===== src/sle_pkg.sv =====
// sle_pkg: shared constants and types for the sequential list engine
// holds list capacity, field widths, operation codes and sequencer states
// no dependencies
package sle_pkg;

    localparam int CAPACITY = 64;
    localparam int ADDR_W   = $clog2(CAPACITY);
    localparam int LEN_W    = $clog2(CAPACITY + 1);

    // fixed request and result field widths
    localparam int OP_W     = 3;
    localparam int POS_W    = 7;
    localparam int VAL_W    = 8;
    localparam int POUT_W   = 6;
    localparam int CNT_W    = 7;
    localparam int IN_W     = 16;
    localparam int OUT_W    = 32;

    typedef enum logic [OP_W-1:0] {
        OP_INSERT = 3'd0,
        OP_DELETE = 3'd1,
        OP_READ   = 3'd2,
        OP_LOCATE = 3'd3,
        OP_PURGE  = 3'd4
    } t_op;

    typedef enum logic [1:0] {
        ST_IDLE,
        ST_SCAN,
        ST_FIN
    } t_state;

endpackage


===== src/sequential_list_engine.sv =====
// sequential_list_engine: ordered byte list kept in one synchronous ram with a length count
// insert, delete, read, locate and delete-all-equal by sequential memory sweeps
// depends on sle_pkg
//
// channel   dir  handshake                      payload
// s_axis    in   s_axis_tvalid / s_axis_tready  tuser: operation; tdata: position, value
// m_axis    out  m_axis_tvalid / m_axis_tready  tuser: ok; tdata: value_out .. length_out
//
// one request is worked at a time; the element ram has one read and one write port
// and a registered read, so a sweep shifts or scans the elements one after another
// an item goes from its transfer through a sweep of up to CAPACITY elements, possibly none,
// to its result; a locate match cuts the sweep short
// reset clears the length and the control state only; the ram needs no clearing
// the result sits in an output register, so a new request is taken while it waits;
// that request then holds in its final state until the register drains
module sequential_list_engine
    import sle_pkg::*;
(
    input  logic             i_clk,
    input  logic             i_rst_n,
    // request channel
    input  logic             s_axis_tvalid,
    output logic             s_axis_tready,
    input  logic [OP_W-1:0]  s_axis_tuser,   // operation [2:0]
    input  logic [IN_W-1:0]  s_axis_tdata,   // position [6:0], value [14:7], zero [15]
    // result channel
    output logic             m_axis_tvalid,
    input  logic             m_axis_tready,
    output logic             m_axis_tuser,   // ok [0]
    output logic [OUT_W-1:0] m_axis_tdata    // value_out [7:0], position_out [13:8],
                                             // removed_count [20:14], length_out [27:21],
                                             // zero [31:28]
);

    // element ram
    logic [VAL_W-1:0]  r_mem [CAPACITY];
    logic [VAL_W-1:0]  r_rd_data;
    logic              mem_we;
    logic [ADDR_W-1:0] mem_wa;
    logic [VAL_W-1:0]  mem_wd;

    // control state
    t_state            r_state, n_state;
    logic [LEN_W-1:0]  r_len, n_len;
    logic              r_pend, n_pend;     // read data arrives this cycle
    logic              r_m_valid, n_m_valid;

    // request context and sweep counters
    logic [OP_W-1:0]   r_op, n_op;
    logic [POS_W-1:0]  r_pos, n_pos;
    logic [VAL_W-1:0]  r_val, n_val;
    logic [ADDR_W-1:0] r_addr, n_addr;     // next read address
    logic [LEN_W-1:0]  r_rem, n_rem;       // reads still to issue
    logic [ADDR_W-1:0] r_pidx, n_pidx;     // index of the data now arriving
    logic [LEN_W-1:0]  r_kept, n_kept;     // write pointer for compaction

    // result being built
    logic              r_ok, n_ok;
    logic [VAL_W-1:0]  r_vout, n_vout;
    logic [POUT_W-1:0] r_pout, n_pout;

    // output register
    logic              r_m_ok, n_m_ok;
    logic [VAL_W-1:0]  r_m_vout, n_m_vout;
    logic [POUT_W-1:0] r_m_pout, n_m_pout;
    logic [CNT_W-1:0]  r_m_rmcnt, n_m_rmcnt;
    logic [LEN_W-1:0]  r_m_len, n_m_len;

    logic [POS_W-1:0]  in_pos;
    logic [VAL_W-1:0]  in_val;
    logic              out_free;

    assign in_pos   = s_axis_tdata[POS_W-1:0];
    assign in_val   = s_axis_tdata[POS_W+VAL_W-1:POS_W];
    assign out_free = !r_m_valid || m_axis_tready;

    // no transfer is taken while reset is held
    assign s_axis_tready = i_rst_n && (r_state == ST_IDLE);
    assign m_axis_tvalid = r_m_valid;
    assign m_axis_tuser  = r_m_ok;
    assign m_axis_tdata  = {(OUT_W - VAL_W - POUT_W - CNT_W - LEN_W)'(0),
                            r_m_len, r_m_rmcnt, r_m_pout, r_m_vout};

    // ram: one write port, registered read at the sweep address
    always_ff @(posedge i_clk) begin
        if (mem_we) begin
            r_mem[mem_wa] <= mem_wd;
        end
        r_rd_data <= r_mem[r_addr];
    end

    always_comb begin
        n_state   = r_state;
        n_len     = r_len;
        n_pend    = r_pend;
        n_m_valid = r_m_valid;
        n_op      = r_op;
        n_pos     = r_pos;
        n_val     = r_val;
        n_addr    = r_addr;
        n_rem     = r_rem;
        n_pidx    = r_pidx;
        n_kept    = r_kept;
        n_ok      = r_ok;
        n_vout    = r_vout;
        n_pout    = r_pout;
        n_m_ok    = r_m_ok;
        n_m_vout  = r_m_vout;
        n_m_pout  = r_m_pout;
        n_m_rmcnt = r_m_rmcnt;
        n_m_len   = r_m_len;
        mem_we    = 1'b0;
        mem_wa    = '0;
        mem_wd    = '0;

        // result register drains on transfer
        if (r_m_valid && m_axis_tready) begin
            n_m_valid = 1'b0;
        end

        case (r_state)
            ST_IDLE: begin
                if (s_axis_tvalid) begin
                    n_op   = s_axis_tuser;
                    n_pos  = in_pos;
                    n_val  = in_val;
                    n_ok   = 1'b0;
                    n_vout = '0;
                    n_pout = '0;
                    n_kept = r_len;
                    n_pend = 1'b0;
                    n_rem  = '0;
                    n_addr = '0;
                    n_state = ST_FIN;
                    case (s_axis_tuser)
                        OP_INSERT: begin
                            // sweep downward from the last element, each moves up one
                            if (r_len < LEN_W'(CAPACITY) && in_pos <= POS_W'(r_len)) begin
                                n_ok    = 1'b1;
                                n_rem   = r_len - LEN_W'(in_pos);
                                n_addr  = ADDR_W'(r_len - LEN_W'(1));
                                n_state = ST_SCAN;
                            end
                        end
                        OP_DELETE: begin
                            // first read gives the removed element, the rest move down
                            if (in_pos < POS_W'(r_len)) begin
                                n_ok    = 1'b1;
                                n_rem   = r_len - LEN_W'(in_pos);
                                n_addr  = ADDR_W'(in_pos);
                                n_state = ST_SCAN;
                            end
                        end
                        OP_READ: begin
                            if (in_pos < POS_W'(r_len)) begin
                                n_ok    = 1'b1;
                                n_rem   = LEN_W'(1);
                                n_addr  = ADDR_W'(in_pos);
                                n_state = ST_SCAN;
                            end
                        end
                        OP_LOCATE: begin
                            n_rem   = r_len;
                            n_state = ST_SCAN;
                        end
                        OP_PURGE: begin
                            if (r_len != '0) begin
                                n_ok    = 1'b1;
                                n_rem   = r_len;
                                n_kept  = '0;
                                n_state = ST_SCAN;
                            end
                        end
                        default: begin
                            n_state = ST_FIN;
                        end
                    endcase
                end
            end

            ST_SCAN: begin
                // issue the next read
                if (r_rem != '0) begin
                    n_rem  = r_rem - LEN_W'(1);
                    n_pend = 1'b1;
                    n_pidx = r_addr;
                    if (r_op == OP_INSERT) begin
                        n_addr = r_addr - ADDR_W'(1);
                    end else begin
                        n_addr = r_addr + ADDR_W'(1);
                    end
                end else begin
                    n_pend = 1'b0;
                    if (!r_pend) begin
                        n_state = ST_FIN;
                    end
                end

                // consume the data read last cycle
                if (r_pend) begin
                    case (r_op)
                        OP_INSERT: begin
                            mem_we = 1'b1;
                            mem_wa = r_pidx + ADDR_W'(1);
                            mem_wd = r_rd_data;
                        end
                        OP_DELETE: begin
                            if (POS_W'(r_pidx) == r_pos) begin
                                n_vout = r_rd_data;
                            end else begin
                                mem_we = 1'b1;
                                mem_wa = r_pidx - ADDR_W'(1);
                                mem_wd = r_rd_data;
                            end
                        end
                        OP_READ: begin
                            n_vout = r_rd_data;
                        end
                        OP_LOCATE: begin
                            // first match ends the sweep
                            if (r_rd_data == r_val) begin
                                n_ok    = 1'b1;
                                n_pout  = POUT_W'(r_pidx);
                                n_rem   = '0;
                                n_pend  = 1'b0;
                                n_state = ST_FIN;
                            end
                        end
                        OP_PURGE: begin
                            // keep-pointer never passes the read pointer
                            if (r_rd_data != r_val) begin
                                mem_we = 1'b1;
                                mem_wa = ADDR_W'(r_kept);
                                mem_wd = r_rd_data;
                                n_kept = r_kept + LEN_W'(1);
                            end
                        end
                        default: begin
                            mem_we = 1'b0;
                        end
                    endcase
                end
            end

            ST_FIN: begin
                // insert drops its value into the gap; repeating it while stalled is harmless
                if (r_op == OP_INSERT && r_ok) begin
                    mem_we = 1'b1;
                    mem_wa = ADDR_W'(r_pos);
                    mem_wd = r_val;
                end
                if (out_free) begin
                    n_m_valid = 1'b1;
                    n_m_ok    = r_ok;
                    n_m_vout  = r_vout;
                    n_m_pout  = r_pout;
                    n_m_rmcnt = '0;
                    if (r_ok) begin
                        case (r_op)
                            OP_INSERT: n_len = r_len + LEN_W'(1);
                            OP_DELETE: n_len = r_len - LEN_W'(1);
                            OP_PURGE: begin
                                n_len     = r_kept;
                                n_m_rmcnt = CNT_W'(r_len - r_kept);
                            end
                            default:   n_len = r_len;
                        endcase
                    end
                    n_m_len = (r_ok && (r_op inside {OP_INSERT, OP_DELETE, OP_PURGE}))
                              ? n_len : r_len;
                    n_state = ST_IDLE;
                end
            end

            default: begin
                n_state = ST_IDLE;
            end
        endcase
    end

    // control registers
    always_ff @(posedge i_clk) begin
        if (!i_rst_n) begin
            r_state   <= ST_IDLE;
            r_len     <= '0;
            r_pend    <= 1'b0;
            r_m_valid <= 1'b0;
        end else begin
            r_state   <= n_state;
            r_len     <= n_len;
            r_pend    <= n_pend;
            r_m_valid <= n_m_valid;
        end
    end

    // payload registers
    always_ff @(posedge i_clk) begin
        r_op      <= n_op;
        r_pos     <= n_pos;
        r_val     <= n_val;
        r_addr    <= n_addr;
        r_rem     <= n_rem;
        r_pidx    <= n_pidx;
        r_kept    <= n_kept;
        r_ok      <= n_ok;
        r_vout    <= n_vout;
        r_pout    <= n_pout;
        r_m_ok    <= n_m_ok;
        r_m_vout  <= n_m_vout;
        r_m_pout  <= n_m_pout;
        r_m_rmcnt <= n_m_rmcnt;
        r_m_len   <= n_m_len;
    end

endmodule


===== config.mk =====
export PLATFORM = sky130hd
export DESIGN_NAME = sequential_list_engine
export DESIGN_NICKNAME = d
export VERILOG_FILES = /design/src/sle_pkg.sv /design/src/sequential_list_engine.sv
export SDC_FILE = /design/constraint.sdc
export NUM_CORES = 1
export LEC_CHECK = 0
export ABC_AREA = 1
export BUFFER_PORTS_ARGS = -buffer_cell sky130_fd_sc_hd__buf_2
export CAP_MARGIN = 40
export CELL_PAD_IN_SITES_DETAIL_PLACEMENT = 0
export CELL_PAD_IN_SITES_GLOBAL_PLACEMENT = 2
export CORE_MARGIN = 3
export CORE_UTILIZATION = 47
export CTS_BUF_LIST = sky130_fd_sc_hd__clkbuf_4 sky130_fd_sc_hd__clkbuf_8 sky130_fd_sc_hd__clkbuf_16
export CTS_CLUSTER_DIAMETER = 120
export DETAILED_ROUTE_END_ITERATION = 10
export PLACE_DENSITY_LB_ADDON = 0.1
export SLEW_MARGIN = 5
export SYNTH_ARGS = -nofsm -noshare
export SYNTH_HDL_FRONTEND = slang
export SYNTH_SLANG_ARGS = --single-unit

===== constraint.sdc =====
create_clock -name i_clk -period 7.9 [get_ports i_clk]
set_input_delay 0.395 -clock i_clk [delete_from_list [all_inputs] [get_ports i_clk]]
set_output_delay 0.395 -clock i_clk [all_outputs]
set_load 0.01 [all_outputs]

Word level (Yosys, flattened, before mapping)
Memory sizes are Yosys's and may differ from the RTL's. A register that Yosys moved wholly into a read port is not among the register bits.
Cells that the tools add are included.
W data, S select, Z words.
Storage, ports and cells
  register bits: 99
  latch bits: 0
  memory bits (writable): 512
  memory bits (read-only): 0
  bits of input ports: 23
  output and inout port bits: 35
  word-level logic and storage cells: 169
  memories: 1
Memory list
  r_mem: words 64, bits a word 8, rd ports 1, clocked after Yosys merged registers in 1, write ports 1, line sequential_list_engine.sv:36  | logic [VAL_W-1:0] r_mem [CAPACITY];
Operators by class
  add/sub/neg operators: 10
  $mul: 0
  divide/modulo/power cells: 0
  order comparisons: 3
  eq/ne operators: 23
  shifts and indexed selects: 0
  muxes and demuxes: 88
  bitwise logic cells: 0
  reduce and logical (&&, ||, !) cells: 25
Operator list (count)
  $mux W7: 16
  $mux W6: 13
  $mux W8: 7
  $pmux W6 S2: 4
  $pmux W8 S2: 3
  $pmux W7 S5: 1
  $pmux W7 S2: 2
  $pmux W8 S3: 1
  $mux W1: 22
  $pmux W7 S3: 1
  $mux W2: 10
  $pmux W6 S3: 1
  $reduce_and A5 Y1: 3
  $add A7 B1 Y7 const B: 2
  $ne A2 B2 Y1 const B: 7
  $reduce_bool A7 Y1: 2
  $sub A7 B1 Y7 const B: 2
  $sub A7 B7 Y7: 2
  $add A6 B1 Y6 const B: 2
  $eq A3 B2 Y1 const B: 4
  $reduce_and A2 Y1: 6
  $sub A6 B1 Y6 const B: 2
  $eq A8 B8 Y1: 1
  $ne A8 B8 Y1: 1
  other kinds (24): 34

Depth between registers and ports, before layout
  depth in word-level cells: 7
  mapped depth: 14
  mapped depth without buffers: 14

Worst setup path before layout
No wires, ideal clock.
  path kind: register -> register
  from: register r_op[1]
  to: memory r_mem[0][0], data pin
  setup time: 0.548 ns
  arrival time: 3.033 ns
  required time: 7.352 ns
  slack: 4.319 ns
  stages on the path, launching flop included: 11
  buffers on the path: 1
  clock period less this slack: 3.581 ns
  cells stage by stage: edfxtp_1 nor2_2 nand2_1 buf_2 inv_1 nand2_1 nand3_1 nand2_1 inv_1 nand2_1 a21oi_1
Between the ends
  longest elaborated chain between the ends: 4
  elaborated cells on any way between the ends: 8
  those cells by class: eq/ne: 2; mux: 4; reduce/logical: 2
Ends and longest elaborated chain
  start: declaration: line sequential_list_engine.sv:49  | logic [OP_W-1:0] r_op, n_op;
  start signal: assignment: line sequential_list_engine.sv:298  | r_op <= n_op;
  $eq A3 B3 Y1, or another cell as far along: line sequential_list_engine.sv:201  | case (r_op)
  $pmux W8 S3 / $logic_and A1 B1 Y1 (equally long branches): line sequential_list_engine.sv:201, sequential_list_engine.sv:247
  $mux W8 (on tied branches): line sequential_list_engine.sv:200, sequential_list_engine.sv:247
  $pmux W8 S2 (*): line sequential_list_engine.sv:121  | case (r_state)
  named net mem_wd[0]: line sequential_list_engine.sv:40  | logic [VAL_W-1:0] mem_wd;
  end: declaration: line sequential_list_engine.sv:36
Mark *: on every way through the listed nets, which the timed path passes. The rest lies on a longest branch.

Final worst setup path
  from: register r_state[1]
  to: memory r_mem[31][4], enable pin
Between the ends
  longest elaborated chain between the ends: 4
  elaborated cells on any way between the ends: 6
  those cells by class: eq/ne: 2; mux: 4
Ends and longest elaborated chain
  start: declaration: line sequential_list_engine.sv:43  | t_state r_state, n_state;
  start signal: assignment: line sequential_list_engine.sv:289  | r_state <= n_state;
  $eq A2 B2 Y1 / $eq A2 B1 Y1 (equally long branches): line sequential_list_engine.sv:121
  $pmux W1 S2: line sequential_list_engine.sv:121
  $mux W1: line sequential_list_engine.sv:86  | if (mem_we) begin
  $mux W1 (implied by the code): line sequential_list_engine.sv:87  | r_mem[mem_wa] <= mem_wd;
Parallel ways exist; a longest one is shown, timed or not.

==> impl_metrics.toml <==
[outcome]
status = "completed"

[critical_path]
crit_path_max_fanout = 9
worstSetupPathType = "register to register"
critical_path.top_delay_family = "simple AND/OR/NAND/NOR gates"
max_stage_delay_ns = 0.80
endpoint_kind = "register"
cp_data_arrival_time_ns = 4.11
cpMaxStageDelayCell = "nor2_1"
crit_required_ns = 8.13
path_buf_inv = 2
start_kind = "register"
worstPathCellList = "inv_1 -> ha_1 -> clkinv_1 -> a21oi_4 -> nand2_2 -> nor2_1"

[synth]
synth.yosys.seq_area_share = 0.6951
syn_area_um2 = 26470
avgSynthCellArea_um2 = 11.58
synth-seq-cells = 619
yosysUniqueCellTypes = 45
synth_flop_cell = "edfxtp_1"
yosys.area.top_type = "edfxtp_1"
yosysWarnings = 0
synth.top_cell.area_share = 0.6808
async_flop_share = 0
synthCells = 2285
synth_area_leaders = "edfxtp_1 68%, o21ai_0 6.8%, nor2_1 6.0%"
synth-edff-count = 600

[routing]
viasPerCell = 5.628
routed_wl_mm = 70.72
routedWlPerCell_um = 22.62
first_iter_violations = 1343
vias = 17590
dr.pass1.iters = 5
ant_nets = 0
drc = 0

[power_and_ir_drop]
ir_drop_mv = 0.2535
swShare = 0.3251
switchingPower_uw = 2994
internal_power_uw = 6217
powerDensity_nw_per_um2 = 308.6
seq_power_share = 0.430
pwr-share-comb = 0.238
clkPwrFrac = 0.332
p_leak_uw = 0.009541

[floorplan]
die_h_um = 243.3
rows = 86
die_x_um = 243.3
die_area_um2 = 59190
core-area_um2 = 55420
pin_count = 58
start_util = 0.4776

[cts]
cts_tree = "done"
worstSkewPairLatency_ns = 0.61
cts.repair.resized = 0
clk_pin_slew_ns = 0.06
clk_path_buf_depth = 3
cts_max_level = 3
cts_buffers = 67
root_buffer = "clkbuf_16"
clock-sinks = 619

[worst_hold_path]
hp-class = "input pin to register"

[finish]
syn_to_final_growth_pct = 12.78
n_antenna_cell = 0
num-nets-final = 2382
postLayoutCellArea_um2 = 29850
layout-drive-gt1-share = 0.09462
num-fill-cells = 4779

[timing]
hold_viol = 0
setup_violations = 0
finalCriticalPeriod_ns = 3.887
tightest_slew_ns = 0.9066
setup-tns-final_ns = 0
rsz0062_at_grt = "no"
max_freq_mhz = 257.3
clock-skew-final_ns = 0.02521
finalMaxSlewViolations = 0
slew_headroom = 0.3934
post-route-period-util = 0.4920

[global_route]
grt_usage = 0.2380
grt_pass1_wl_mm = 106.5
antenna_found_initial = 0
grt_overflow = 0
grt_max_degree = 177
grt_pass1_vias = 16920

[placed_design]
gp_congestion = 0.8472
numPortBuffers = 52
dpl.hpwl_mm = 41.81
placed_cell_area_um2 = 27520

[run]
cap_violations = 0
-- repair_timing --
item | in CTS | in global routing
hold buffers | 15 | 0
buffers inserted | 0 | 0
endpoints found under the hold margin | 15 | 0
-- worst reg2reg max path: stages (launching register included) --
cell	delay, ns
dfxtp_1	0.38
inv_1	0.09
ha_1	0.58
clkinv_1	0.75
a21oi_4	0.51
nand2_2	0.39
nor2_1	0.80
-- registers in the layout (all words and copies together), names as in the netlist, 2 cells and up --
register and flops:
r_state 2, r_val 8, r_len 7, r_pos 7
r_pout 6, r_pidx 6, r_vout 8, r_m_vout 8
r_op 3, r_rd_data 8, r_addr 6, r_m_rmcnt 7
r_m_pout 6, r_kept 7, r_rem 7, r_m_len 7
r_mem 512
-- routing by layer --
layer,GRT usage,vias up,part of all wire
met5,0,-,0
met4,0.07487,0,0.030
met3,0.04336,130,0.058
met2,0.3781,509,0.47
met1,0.3358,8642,0.45
li1,-,8313,-
-- Yosys cell counts (all sizes together), types with 19 or more instances --
master / n
o211ai: 28
nand3: 66
nand2: 230
nor2: 426
dfxtp: 19
buf: 37
ha: 28
clkbuf: 88
o22ai: 134
xor2: 19
o21ai: 363
inv: 123
edfxtp: 600
a21oi: 54
-- kinds of logic (layout without fill, tap and decap cells) --
kind of cell / after synthesis / after routing / synth area share
buffers and inverters: 254 / 344 / 0.03834
AOI/OAI and AO/OA: 610 / 610 / 0.1281
adders and majority gates: 31 / 31 / 0.01551
and+or+nand+nor: 742 / 742 / 0.1136
DFF: 619 / 619 / 0.6951
other: 1 / 4 / 0.0001417
xor gates and xnor gates: 28 / 28 / 0.009266
-- power groups by stage --
| stage | logic (uW) | clock network, uW | registers (uW) |
|---|---|---|---|
| after floorplan | 1420 | 0 | 3970 |
| after global placement | 2140 | 0 | 4020 |
| after detailed placement | 2190 | 0 | 4020 |
| after CTS | 2210 | 3120 | 3950 |
| after global routing | 2430 | 3250 | 3970 |
| final | 2200 | 3060 | 3960 |
-- cells in the final DEF, fill, tap and decap left out, types with 4 or more instances in the layout --
master,instances
o211ai_1,28
o221ai_1,8
nand4_1,6
ha_1,28
clkinv_1,20
o22ai_1,134
nor2_1,421
o31ai_1,4
conb_1,4
o21ai_0,362
xnor2_1,9
xor2_1,19
a31oi_1,4
buf_4,24
inv_1,116
inv_2,5
o21bai_1,7
nand3_1,61
a21oi_4,9
dfxtp_1,19
nand2_2,9
buf_2,52
nand2_1,220
nor3_1,8
clkinv_2,11
edfxtp_1,600
clkbuf_16,71
clkbuf_4,17
dlygate4sd3_1,15
a21oi_1,45
-- area by class of cell --
| class | count | area, um2 | share of cell area |
|---|---|---|---|
| Tap cell | 748 | 935.9 | 0.03135 |
| Multi-Input combinational cell | 1415 | 7156 | 0.2397 |
| Clock inverter | 31 | 252.7 | 0.008467 |
| Timing Repair Buffer | 96 | 713.2 | 0.02389 |
| Inverter | 129 | 490.5 | 0.01643 |
| Sequential cell | 619 | 18400 | 0.6163 |
| Clock buffer | 88 | 1904 | 0.06380 |
-- stage by stage --
| step | hold WS (ns) | cells | total power (uW) | setup WS [ns] | utilization |
|---|---|---|---|---|---|
| 5_1_grt | 0.02432 | 3126 | 9653 | 3.721 | 0.5387 |
| 2_1_floorplan | 0.4003 | 2288 | 5391 | 4.319 | - |
| 3_3_place_gp | 0.4019 | 2986 | 6159 | 4.083 | 0.4949 |
| 6_report | 0.04405 | 3126 | 9211 | 4.013 | 0.5387 |
| 3_5_place_dp | 0.4054 | 2991 | 6217 | 4.058 | 0.4967 |
| 4_1_cts | 0.005108 | 3125 | 9285 | 4.010 | 0.5383 |
-- path summary, 6_finish.rpt --
kind | cells after the start | from | to | slack [ns]
max | 6 | r_state[1] | r_mem[31][4] | 4.01
min | 1 | s_axis_tdata[0] | r_pos[0] | 0.04
max reg2reg | 6 | r_state[1] | r_mem[31][4] | 4.01
min reg2reg | 0 | r_vout[7] | r_m_vout[7] | 0.42
(Power assumes the default switching activity.)
